## config.mk

```make
export PLATFORM = sky130hd
export DESIGN_NAME = rcda_ctrl
export DESIGN_NICKNAME = d
export VERILOG_FILES = /design/src/hdl/rcda_pkg.sv /design/src/hdl/rcda_ctrl.sv
export SDC_FILE = /design/constraint.sdc
export NUM_CORES = 1
export LEC_CHECK = 0
export BUFFER_PORTS_ARGS = -buffer_cell sky130_fd_sc_hd__buf_2
export CORE_AREA = 2 2 39 41
export DETAILED_ROUTE_END_ITERATION = 8
export DIE_AREA = 0 0 41 43
export HOLD_SLACK_MARGIN = 0.08
export PLACE_DENSITY = 0.57
export SLEW_MARGIN = 20
export SYNTH_ARGS = -nofsm -noshare
export SYNTH_HDL_FRONTEND = slang
export SYNTH_SLANG_ARGS = --single-unit
```

## constraint.sdc

```tcl
create_clock -name i_clk -period 1.25 [get_ports i_clk]
set_input_delay 0 -clock i_clk [delete_from_list [all_inputs] [get_ports i_clk]]
set_output_delay 0 -clock i_clk [all_outputs]
set_load 0.02 [all_outputs]
```

## src/hdl/rcda_pkg.sv

```systemverilog
// ============================================================================
// rcda_pkg: shared types and constants for the read coverage depth accumulator
// Holds the request op codes, the controller-to-datapath command and status
// bundles, and the default sizes handed down from the top level.
// ============================================================================
`default_nettype none

package rcda_pkg;

    // Default store size and count width.
    localparam int PATH_MAX_DEF    = 4096;
    localparam int COUNT_WIDTH_DEF = 16;

    // Field widths fixed by the request format.
    localparam int OP_W    = 2;
    localparam int FIELD_W = 16;
    localparam int DEPTH_W = 16;
    localparam int CFG_W   = 13;

    // Position arithmetic: a 16-bit offset plus one carry bit.
    localparam int POS_W = FIELD_W + 1;

    // Largest depth the result port can show.
    localparam logic [DEPTH_W-1:0] DEPTH_MAX = {DEPTH_W{1'b1}};

    // Request op codes; the fourth code means nothing and is ignored.
    typedef enum logic [OP_W-1:0] {
        OP_ADD   = 2'd0,
        OP_QUERY = 2'd1,
        OP_CLEAR = 2'd2
    } t_op;

    // Commands from the controller to the datapath.
    typedef struct packed {
        logic load;      // capture the request fields
        logic setup;     // compute span end, point index at span start
        logic idx_zero;  // point index at the first store entry
        logic step;      // read one covered entry, advance index
        logic clr_wr;    // write zero at the index, advance index
        logic qread;     // read the queried entry
        logic qcap;      // capture the query result
    } t_cmd;

    // Status from the datapath to the controller.
    typedef struct packed {
        logic skip;      // the add request covers no position
        logic run_done;  // the index has reached the span end
        logic clr_last;  // the index sits on the last store entry
    } t_stat;

endpackage

`default_nettype wire

```

## src/hdl/rcda_ctrl.sv

```systemverilog
// ============================================================================
// rcda_ctrl: sequencer for the read coverage depth accumulator
// Runs the clearing pass, the per-position increment loop of an add request
// and the read-out of a query, and drives the datapath by commands.
// ============================================================================
`default_nettype none

module rcda_ctrl (
    input  wire logic                          i_clk,
    input  wire logic                          i_rst_n,
    input  wire logic                          i_start,
    input  wire logic [rcda_pkg::OP_W-1:0]     i_op,
    input  wire rcda_pkg::t_stat               i_stat,
    output      rcda_pkg::t_cmd                o_cmd,
    output      logic                          o_busy,
    output      logic                          o_result_valid
);

    import rcda_pkg::*;

    typedef enum logic [2:0] {
        S_CLEAR,
        S_IDLE,
        S_SETUP,
        S_RUN,
        S_QREAD,
        S_QCAP
    } t_state;

    t_state r_state;
    t_state n_state;
    logic   r_result_valid;
    logic   n_result_valid;
    logic   w_accept;

    assign w_accept = i_start && (r_state == S_IDLE);

    // Next state and commands.
    always_comb begin
        o_cmd          = '0;
        n_state        = r_state;
        n_result_valid = 1'b0;
        case (r_state)
            S_CLEAR: begin
                o_cmd.clr_wr = 1'b1;
                if (i_stat.clr_last) begin
                    n_state = S_IDLE;
                end
            end
            S_IDLE: begin
                if (w_accept) begin
                    o_cmd.load = 1'b1;
                    case (i_op)
                        OP_ADD: begin
                            n_state = S_SETUP;
                        end
                        OP_QUERY: begin
                            n_state = S_QREAD;
                        end
                        OP_CLEAR: begin
                            o_cmd.idx_zero = 1'b1;
                            n_state        = S_CLEAR;
                        end
                        default: begin
                            n_state = S_IDLE;
                        end
                    endcase
                end
            end
            S_SETUP: begin
                o_cmd.setup = 1'b1;
                n_state     = i_stat.skip ? S_IDLE : S_RUN;
            end
            S_RUN: begin
                // The write of the last increment lands in the cycle that
                // sees the index reach the span end.
                if (i_stat.run_done) begin
                    n_state = S_IDLE;
                end else begin
                    o_cmd.step = 1'b1;
                end
            end
            S_QREAD: begin
                o_cmd.qread = 1'b1;
                n_state     = S_QCAP;
            end
            S_QCAP: begin
                o_cmd.qcap     = 1'b1;
                n_result_valid = 1'b1;
                n_state        = S_IDLE;
            end
            default: begin
                n_state = S_IDLE;
            end
        endcase
    end

    // State and registered result strobe; reset starts the clearing pass.
    always_ff @(posedge i_clk) begin
        if (!i_rst_n) begin
            r_state        <= S_CLEAR;
            r_result_valid <= 1'b0;
        end else begin
            r_state        <= n_state;
            r_result_valid <= n_result_valid;
        end
    end

    assign o_busy         = (r_state != S_IDLE);
    assign o_result_valid = r_result_valid;

endmodule

`default_nettype wire

```

==> results of run 1 <==
[metrics by stage]
step / util (%) / area, µm² / total power [W] / TNS (ns) / hold WS [ns]
floorplan: - / 303 / 0.000218 / 0 / 0.0370
global placement: 28.5 / 394 / 0.000257 / 0 / 0.265
detailed placement: 28.5 / 394 / 0.000259 / 0 / 0.268
CTS: 35.2 / 487 / 0.000459 / -0.222 / 0.0952
global route: 35.6 / 493 / 0.000485 / -0.361 / 0.113
finish: 35.6 / 493 / 0.000453 / -0.229 / 0.0892
[worst paths after layout]
kind,start,to,cells after the start
max,r_state[1],o_cmd[4],3
min,i_stat[1],r_state[1],4
max reg2reg,r_state[1],r_state[0],4
min reg2reg,r_state[2],r_state[0],2
[cell families (layout without fill, tap and decap cells)]
kind of cell / count (synthesis) / count (layout) / synth area share, %
simple gates: 16 / 16 / 42.5
buf+inv: 6 / 30 / 13.3
compound gates: 7 / 7 / 16.7
flops: 4 / 4 / 27.5
[per-layer routing]
metal,routed length [µm],track usage (%),vias to the layer above
met5,0,0,-
met4,60,20.0,0
met3,41,4.71,6
met2,396,14.7,15
met1,314,11.9,138
li1,-,-,167
[final cells by class]
class	count	area (µm²)
Clock buffer	3	22.5
Inverter	2	7.51
Fill cell	143	891
Tap cell	16	20.0
Multi-Input combinational cell	23	184
Sequential cell	4	82.6
Timing Repair Buffer	25	176
[timing repair]
item	4_1_cts	5_1_grt
gates resized for setup	5	3
buffers inserted	1	0
endpoints found under the hold margin	3	0
setup endpoints to repair	3	5
pin swaps	1	2
hold buffers	5	0
[flip-flops by register name (all words and copies together), names as in the netlist]
signal,cells
r_state,3
o_result_valid,1
[Yosys cell counts]
| library cell | n |
|---|---|
| sky130_fd_sc_hd__nor2_2 | 1 |
| sky130_fd_sc_hd__nor2_1 | 1 |
| sky130_fd_sc_hd__buf_4 | 2 |
| sky130_fd_sc_hd__nor3_1 | 1 |
| sky130_fd_sc_hd__a221oi_1 | 1 |
| sky130_fd_sc_hd__nand2b_1 | 2 |
| sky130_fd_sc_hd__nor3b_2 | 1 |
| sky130_fd_sc_hd__nor4b_1 | 1 |
| sky130_fd_sc_hd__nand3b_1 | 1 |
| sky130_fd_sc_hd__o41a_1 | 1 |
| sky130_fd_sc_hd__buf_2 | 1 |
| sky130_fd_sc_hd__nand2_1 | 3 |
| sky130_fd_sc_hd__inv_1 | 2 |
| sky130_fd_sc_hd__or3b_4 | 1 |
| sky130_fd_sc_hd__a21oi_1 | 1 |
| sky130_fd_sc_hd__buf_6 | 1 |
| sky130_fd_sc_hd__o41ai_1 | 1 |
| sky130_fd_sc_hd__nor4b_4 | 1 |
| sky130_fd_sc_hd__o21ai_0 | 3 |
| sky130_fd_sc_hd__and2_1 | 1 |
| sky130_fd_sc_hd__dfxtp_1 | 4 |
| sky130_fd_sc_hd__nor3b_1 | 2 |
[critical path, stage by stage (launching register included)]
cell and delay (ns):
sky130_fd_sc_hd__dfxtp_2 0.31, sky130_fd_sc_hd__or3b_4 0.41, sky130_fd_sc_hd__nor4b_4 0.23, sky130_fd_sc_hd__buf_4 0.18
[power by group]
| group | internal (W) | switching [W] |
|---|---|---|
| Sequential | 0.000135 | 0.00000315 |
| Combinational | 0.0000687 | 0.0000732 |
| Clock | 0.000108 | 0.0000643 |
| Total | 0.000312 | 0.000141 |
==> results.md, run 1 <==
Run status:
- The flow ran to the end, but the final reports show violations.
- The final reports fail on negative setup slack.

STA:
- Setup repair after global routing could not meet its margin everywhere.
- The final critical-path required period is 1.37 ns.
- Once routing completed, OpenROAD measured the worst setup slack at -0.122 ns.
- At the pin with the least slew margin, the transition time is 0.272 ns.
- Measured against its own limit, the worst slew margin works out to 81.6%.
- The share of the clock period used by the worst path is 110%.
- Setup violations remaining at the end of the flow were counted as 3.
- The final clock skew is 0.00151 ns.
- The number of max-slew violations in the final report was 0.
- Timing would allow up to 729 MHz.
- The final-report hold violation count is 0.

Placement:
- The final weighted congestion of routability-driven global placement is 0.765.
- The pre-CTS worst setup slack is 0.0778 ns.
- After legalization and detailed placement, the total HPWL measured 593 µm.
- The number of placed instances, taps included is 64.
- The number of buffer cells added on primary ports is 16.

Route:
- The average detailed-routed wire length per instance is 11.1 µm.
- After the first detailed-routing iteration, the DRC count stood at 3.
- The overall routed net length is 812 µm.
- In the routed design, unresolved DRC markers number 0.
- The number of vias per cell is 4.47.
- The final route contains 326 vias.
- The number of antenna-violating nets in the routed design is 0.
- The first detailed-routing pass took 3 iterations.

Layout:
- The count of non-filler cells in the finished layout is 73.
- In the final layout, the share of cells above drive strength 1 is 52.6%.
- In the layout the commonest cells are 11 x sky130_fd_sc_hd__buf_2, 8 x sky130_fd_sc_hd__buf_4, 5 x sky130_fd_sc_hd__dlygate4sd3_1.
- After the last flow step, the layout net total stands at 67.
- Compared with the post-synthesis result, the final layout area differs by 69.1%.
- Leaving out fill and tap cells, the most frequent cell in the layout is sky130_fd_sc_hd__buf_2.
- The number of diodes added for antenna fixing is 0.

Die:
- The die is 43 µm tall.
- The die is 41 µm wide.
- The number of rows created at floorplan is 14.
- The area enclosed by the die boundary is 1760 µm².
- The initial standard-cell utilization of the core is 21.1%.
- The core box area is 1380 µm².
- During I/O placement, the number of pins put on the boundary was 17.

Yosys:
- The synthesized design contains 4 register bits.
- The cell area after technology mapping is 292 µm².
- Yosys mapped the design onto 22 distinct sky130hd cell types.
- The number of cells produced by synthesis is 33.
- The biggest area contributor in the post-synthesis netlist is sky130_fd_sc_hd__dfxtp_1.
- Counting every net in the synthesized netlist gives 41.
- After synthesis, flip-flops and latches occupy 27.5% of the total area.
- For this run, the number of Yosys warnings is 0.
- Each instance of the synthesized netlist takes up on average 8.83 µm².
- The proportion of netlist area held by the largest area contributor is 27.5%.
- Sorting the synthesized cells by area gives the leading types as sky130_fd_sc_hd__dfxtp_1 27%, sky130_fd_sc_hd__nor4b_4 8.2%, sky130_fd_sc_hd__o21ai_0 5.2%, sky130_fd_sc_hd__buf_4 5.2%, sky130_fd_sc_hd__nor3b_1 5.2%.

GRT:
- Entering global routing, the biggest net connects 12 pins.
- The overflow left after global routing is 0.
- The number of antenna violations at the first check in global routing was 0.
- The number of global-route vias before repair is 328.
- In the global route stage, overall resource usage came out at 12.3%.
- The wire length of the first global-routing pass is 1.31 mm.

Critical path:
- Data arrives at the worst endpoint at 1.37 ns.
- The critical path in this run is classified as reg -> out.
- The maximum net fanout on the critical path is 2.
- The required time of the critical path is 1.25 ns.
- STA classifies the critical path endpoint as an output pin.
- The startpoint class of the critical path is a register.
- The setup check on the worst reg-to-reg path leaves a slack of 0.09 ns.

Clocking:
- The number of sinks on the clock net is 4.
- The buffer cell driving the clock tree root is sky130_fd_sc_hd__clkbuf_4.
- The number of CTS-inserted buffers is 3.
- The clock insertion delay at the later pin of the skew report is 0.24 ns.
- The TritonCTS clock tree is built.
- The deepest level of the CTS H-tree is 1.
- Clock-pin slew was measured on the worst setup and hold paths at 0.04 ns.
- The maximum buffer depth of the clock tree is 2.

Flow run:
- Across the run, the number of max-cap violations was 0.

Pwr:
- For this design the ratio of total power to cell area is 918 nW/µm².
- VDD sags by at most 0.390 mV.
- The static leakage power is 0.220 nW.

Worst hold path:
- The class of the tightest hold or removal check is in -> reg.
Note: power is estimated with default switching activity, not from simulation.
==> run 2, diff against run 1 <==
==> constraint.sdc (replaced) <==
create_clock -name i_clk -period 1.33 [get_ports i_clk]
set_input_delay 0 -clock i_clk [delete_from_list [all_inputs] [get_ports i_clk]]
set_output_delay 0 -clock i_clk [all_outputs]
set_load 0.02 [all_outputs]
==> run 2 against run 1 <==
The flow still finishes with violations (negative setup slack). First-iteration DRC count is the same. Power decreased by 9.0%. Sequential power down 6%. Clock skew hardly changed. Largest cell class unchanged. Highest routed layer unchanged.
==> results.md, run 2 (synthesized netlist as in run 1, its figures left out) <==
Die:
- From left edge to right edge, the die measures 41 µm.
- The core box area is 1380 µm².
- The die covers 1760 µm².
- The height of the die is 43 µm.
- The initial utilization of the core area, before any placement, comes to 21.1%.
- The number of placed I/O pins is 17.
- The initialized floorplan defines 14 standard-cell rows.

Critical path:
- At the worst endpoint, the arrival time is 1.36 ns.
- Data on the critical path is required at its endpoint by 1.33 ns.
- The source of the worst register-to-register timing path is r_state[2].
- The maximum net fanout on the critical path is 2.
- By startpoint and endpoint, the worst setup path is classified as reg -> out.
- The element type at the critical path end is an output pin.
- In this run the worst setup path begins at r_state[2].
- For the worst flop-to-flop path, the logic depth is 4.
- The startpoint class of the critical path is a register.

Route:
- The number of antenna-violating nets in the routed design is 0.
- The detailed-router iteration count before antenna repair is 2.
- Wire segments on met3 add up to 26 µm in the final route.
- The remaining routing DRC violations is 0.
- After detailed routing, the met2 layer carries 425 µm of wire.
- The total routed wire length on the met1 layer is 331 µm.
- In the routed layout, each cell is associated on average with a via count of 4.32.
- For this block, the routed nets add up to 806 µm of wire.
- In this run the top signal layer used is met4.
- The total via count in the routed design is 320.
- The average detailed-routed wire length per instance is 10.9 µm.
- After the first detailed-routing iteration, the DRC count stood at 3.

Layout:
- The register with the most flip-flops in the layout has 3 of them.
- The layout overhead on the synthesized area is 69.5%.
- The fraction of final layout cells sized beyond drive strength 1 is 50.0%.
- In the final design database the tool counted 68 nets.
- The most common cell after layout, fill and taps aside is sky130_fd_sc_hd__buf_2.
- The final standard cell area without fillers is 494 µm².
- Counting flops per register, the top entry is r_state.
- In the layout the commonest cells are 14 x sky130_fd_sc_hd__buf_2, 6 x sky130_fd_sc_hd__dlygate4sd3_1, 5 x sky130_fd_sc_hd__buf_4.
- The number of fillers in the final layout is 143.
- The number of antenna diodes in the final layout is 0.

Placement:
- Once detailed placement completed, the half-perimeter wirelength came to 593 µm.
- In this run the cell area measured after placement is 383 µm².
- Before CTS, the worst setup slack after placement is 0.169 ns.
- During placement, the flow inserted port buffers numbering 16.
- At the end of routability-driven placement, the weighted congestion stood at 0.756.

Worst hold path:
- The class of the tightest hold or removal check is in -> reg.
- Counting instances, the worst hold path has a depth of 3.
- In this run the most critical hold path is launched from i_start.

STA:
- The final-report hold violation count was 0.
- Dividing the final minimum period by the clock period gives 102%.
- The final worst-path setup slack is -0.0326 ns.
- The pin slew with the least headroom to its limit is 0.415 ns.
- Based on the critical path, the design can be clocked at up to 734 MHz.
- Setup violations remaining at the end of the flow were counted as 1.
- Setup total negative slack on the finished layout was measured at -0.0326 ns.
- The number of max-slew violations in the final report is 0.
- Setup repair after global routing could not meet its margin everywhere.
- The final critical-path required period is 1.36 ns.
- The remaining max-slew budget at the tightest pin is 72.0%.
- The worst hold margin is 0.168 ns.
- The final clock skew is 0.00140 ns.

GRT:
- Global routing used 10.8% of the available tracks across all layers.
- The number of antenna violations at the first check in global routing is 0.
- The number of global-route vias before repair was 290.
- The total overflow left after global routing is 0.
- The first global-routing pass estimated 1.24 mm of wire.
- Entering global routing, the biggest net connects 12 pins.

Run status:
- The checks that failed: negative setup slack.
- The run finished, with violations left.

Clocking:
- The number of sinks on the clock net is 4.
- The number of CTS-inserted buffers is 3.
- TritonCTS built the clock tree.
- The buffer cell driving the clock tree root is sky130_fd_sc_hd__clkbuf_4.
- The clock-pin transition on the worst setup and hold timing paths is 0.04 ns.
- CTS built an H-tree with a depth of 1.
- The clock insertion delay at the later pin of the skew report is 0.23 ns.
- The longest clock path from root to sink contains 2 buffers.

Flow run:
- The max-capacitance violation count is 0.

Pwr:
- The total power divided by cell area is 834 nW/µm².
- The maximum vdd ir drop is 0.365 mV.
- Summed over all cells, the static leakage comes to 0.223 nW.
==> run 2: worst max-delay path, cell delays in order, from the launching register on <==
cell	delay, ns
sky130_fd_sc_hd__dfxtp_1	0.30
sky130_fd_sc_hd__or3b_4	0.41
sky130_fd_sc_hd__nor4b_4	0.24
sky130_fd_sc_hd__buf_4	0.18
==> run 2: area by class of cell <==
| type | count | area (µm²) | share of cell area, % |
|---|---|---|---|
| clock buffer | 3 | 22.5 | 4.56 |
| inverter | 2 | 7.51 | 1.52 |
| multi-input combinational | 23 | 184 | 37.2 |
| sequential | 4 | 81.3 | 16.5 |
| tap | 16 | 20.0 | 4.05 |
| timing repair buffer | 26 | 179 | 36.2 |
==> run 2: stage by stage <==
| step | util (%) | cells | power (W) |
|---|---|---|---|
| after detailed placement | 27.7 | 64 | 0.000241 |
| after floorplan | - | 33 | 0.000202 |
| after global placement | 27.7 | 64 | 0.000238 |
| final | 35.7 | 74 | 0.000412 |
| after CTS | 34.6 | 74 | 0.000415 |
| after global routing | 35.7 | 74 | 0.000435 |
==> run 2: where the power goes <==
group	leakage, nW	switching, W	internal [W]
clock	0.0138	0.0000467	0.000101
combinational	0.176	0.0000705	0.0000642
sequential	0.0329	0.00000269	0.000127
==> run 2: worst paths after layout <==
check / end / slack, ns
worst max-delay path: o_cmd[4] / -0.03
worst min-delay path: r_state[1] / 0.17
worst max register to register: r_state[0] / 0.17
worst min register to register: r_state[2] / 0.59
==> run 2: per-layer routing <==
layer | vias up | track usage [%]
li1 | 166 | -
met4 | 0 | 10.7
met5 | - | 0
met3 | 2 | 1.57
met2 | 7 | 15.6
met1 | 145 | 12.5
==> run 2: repair_timing <==
item                       CTS  global route
buffers inserted             1             0
hold buffers                 6             0
resized for setup            3             3
setup endpoints to repair    1             3
hold endpoints to repair     3             0
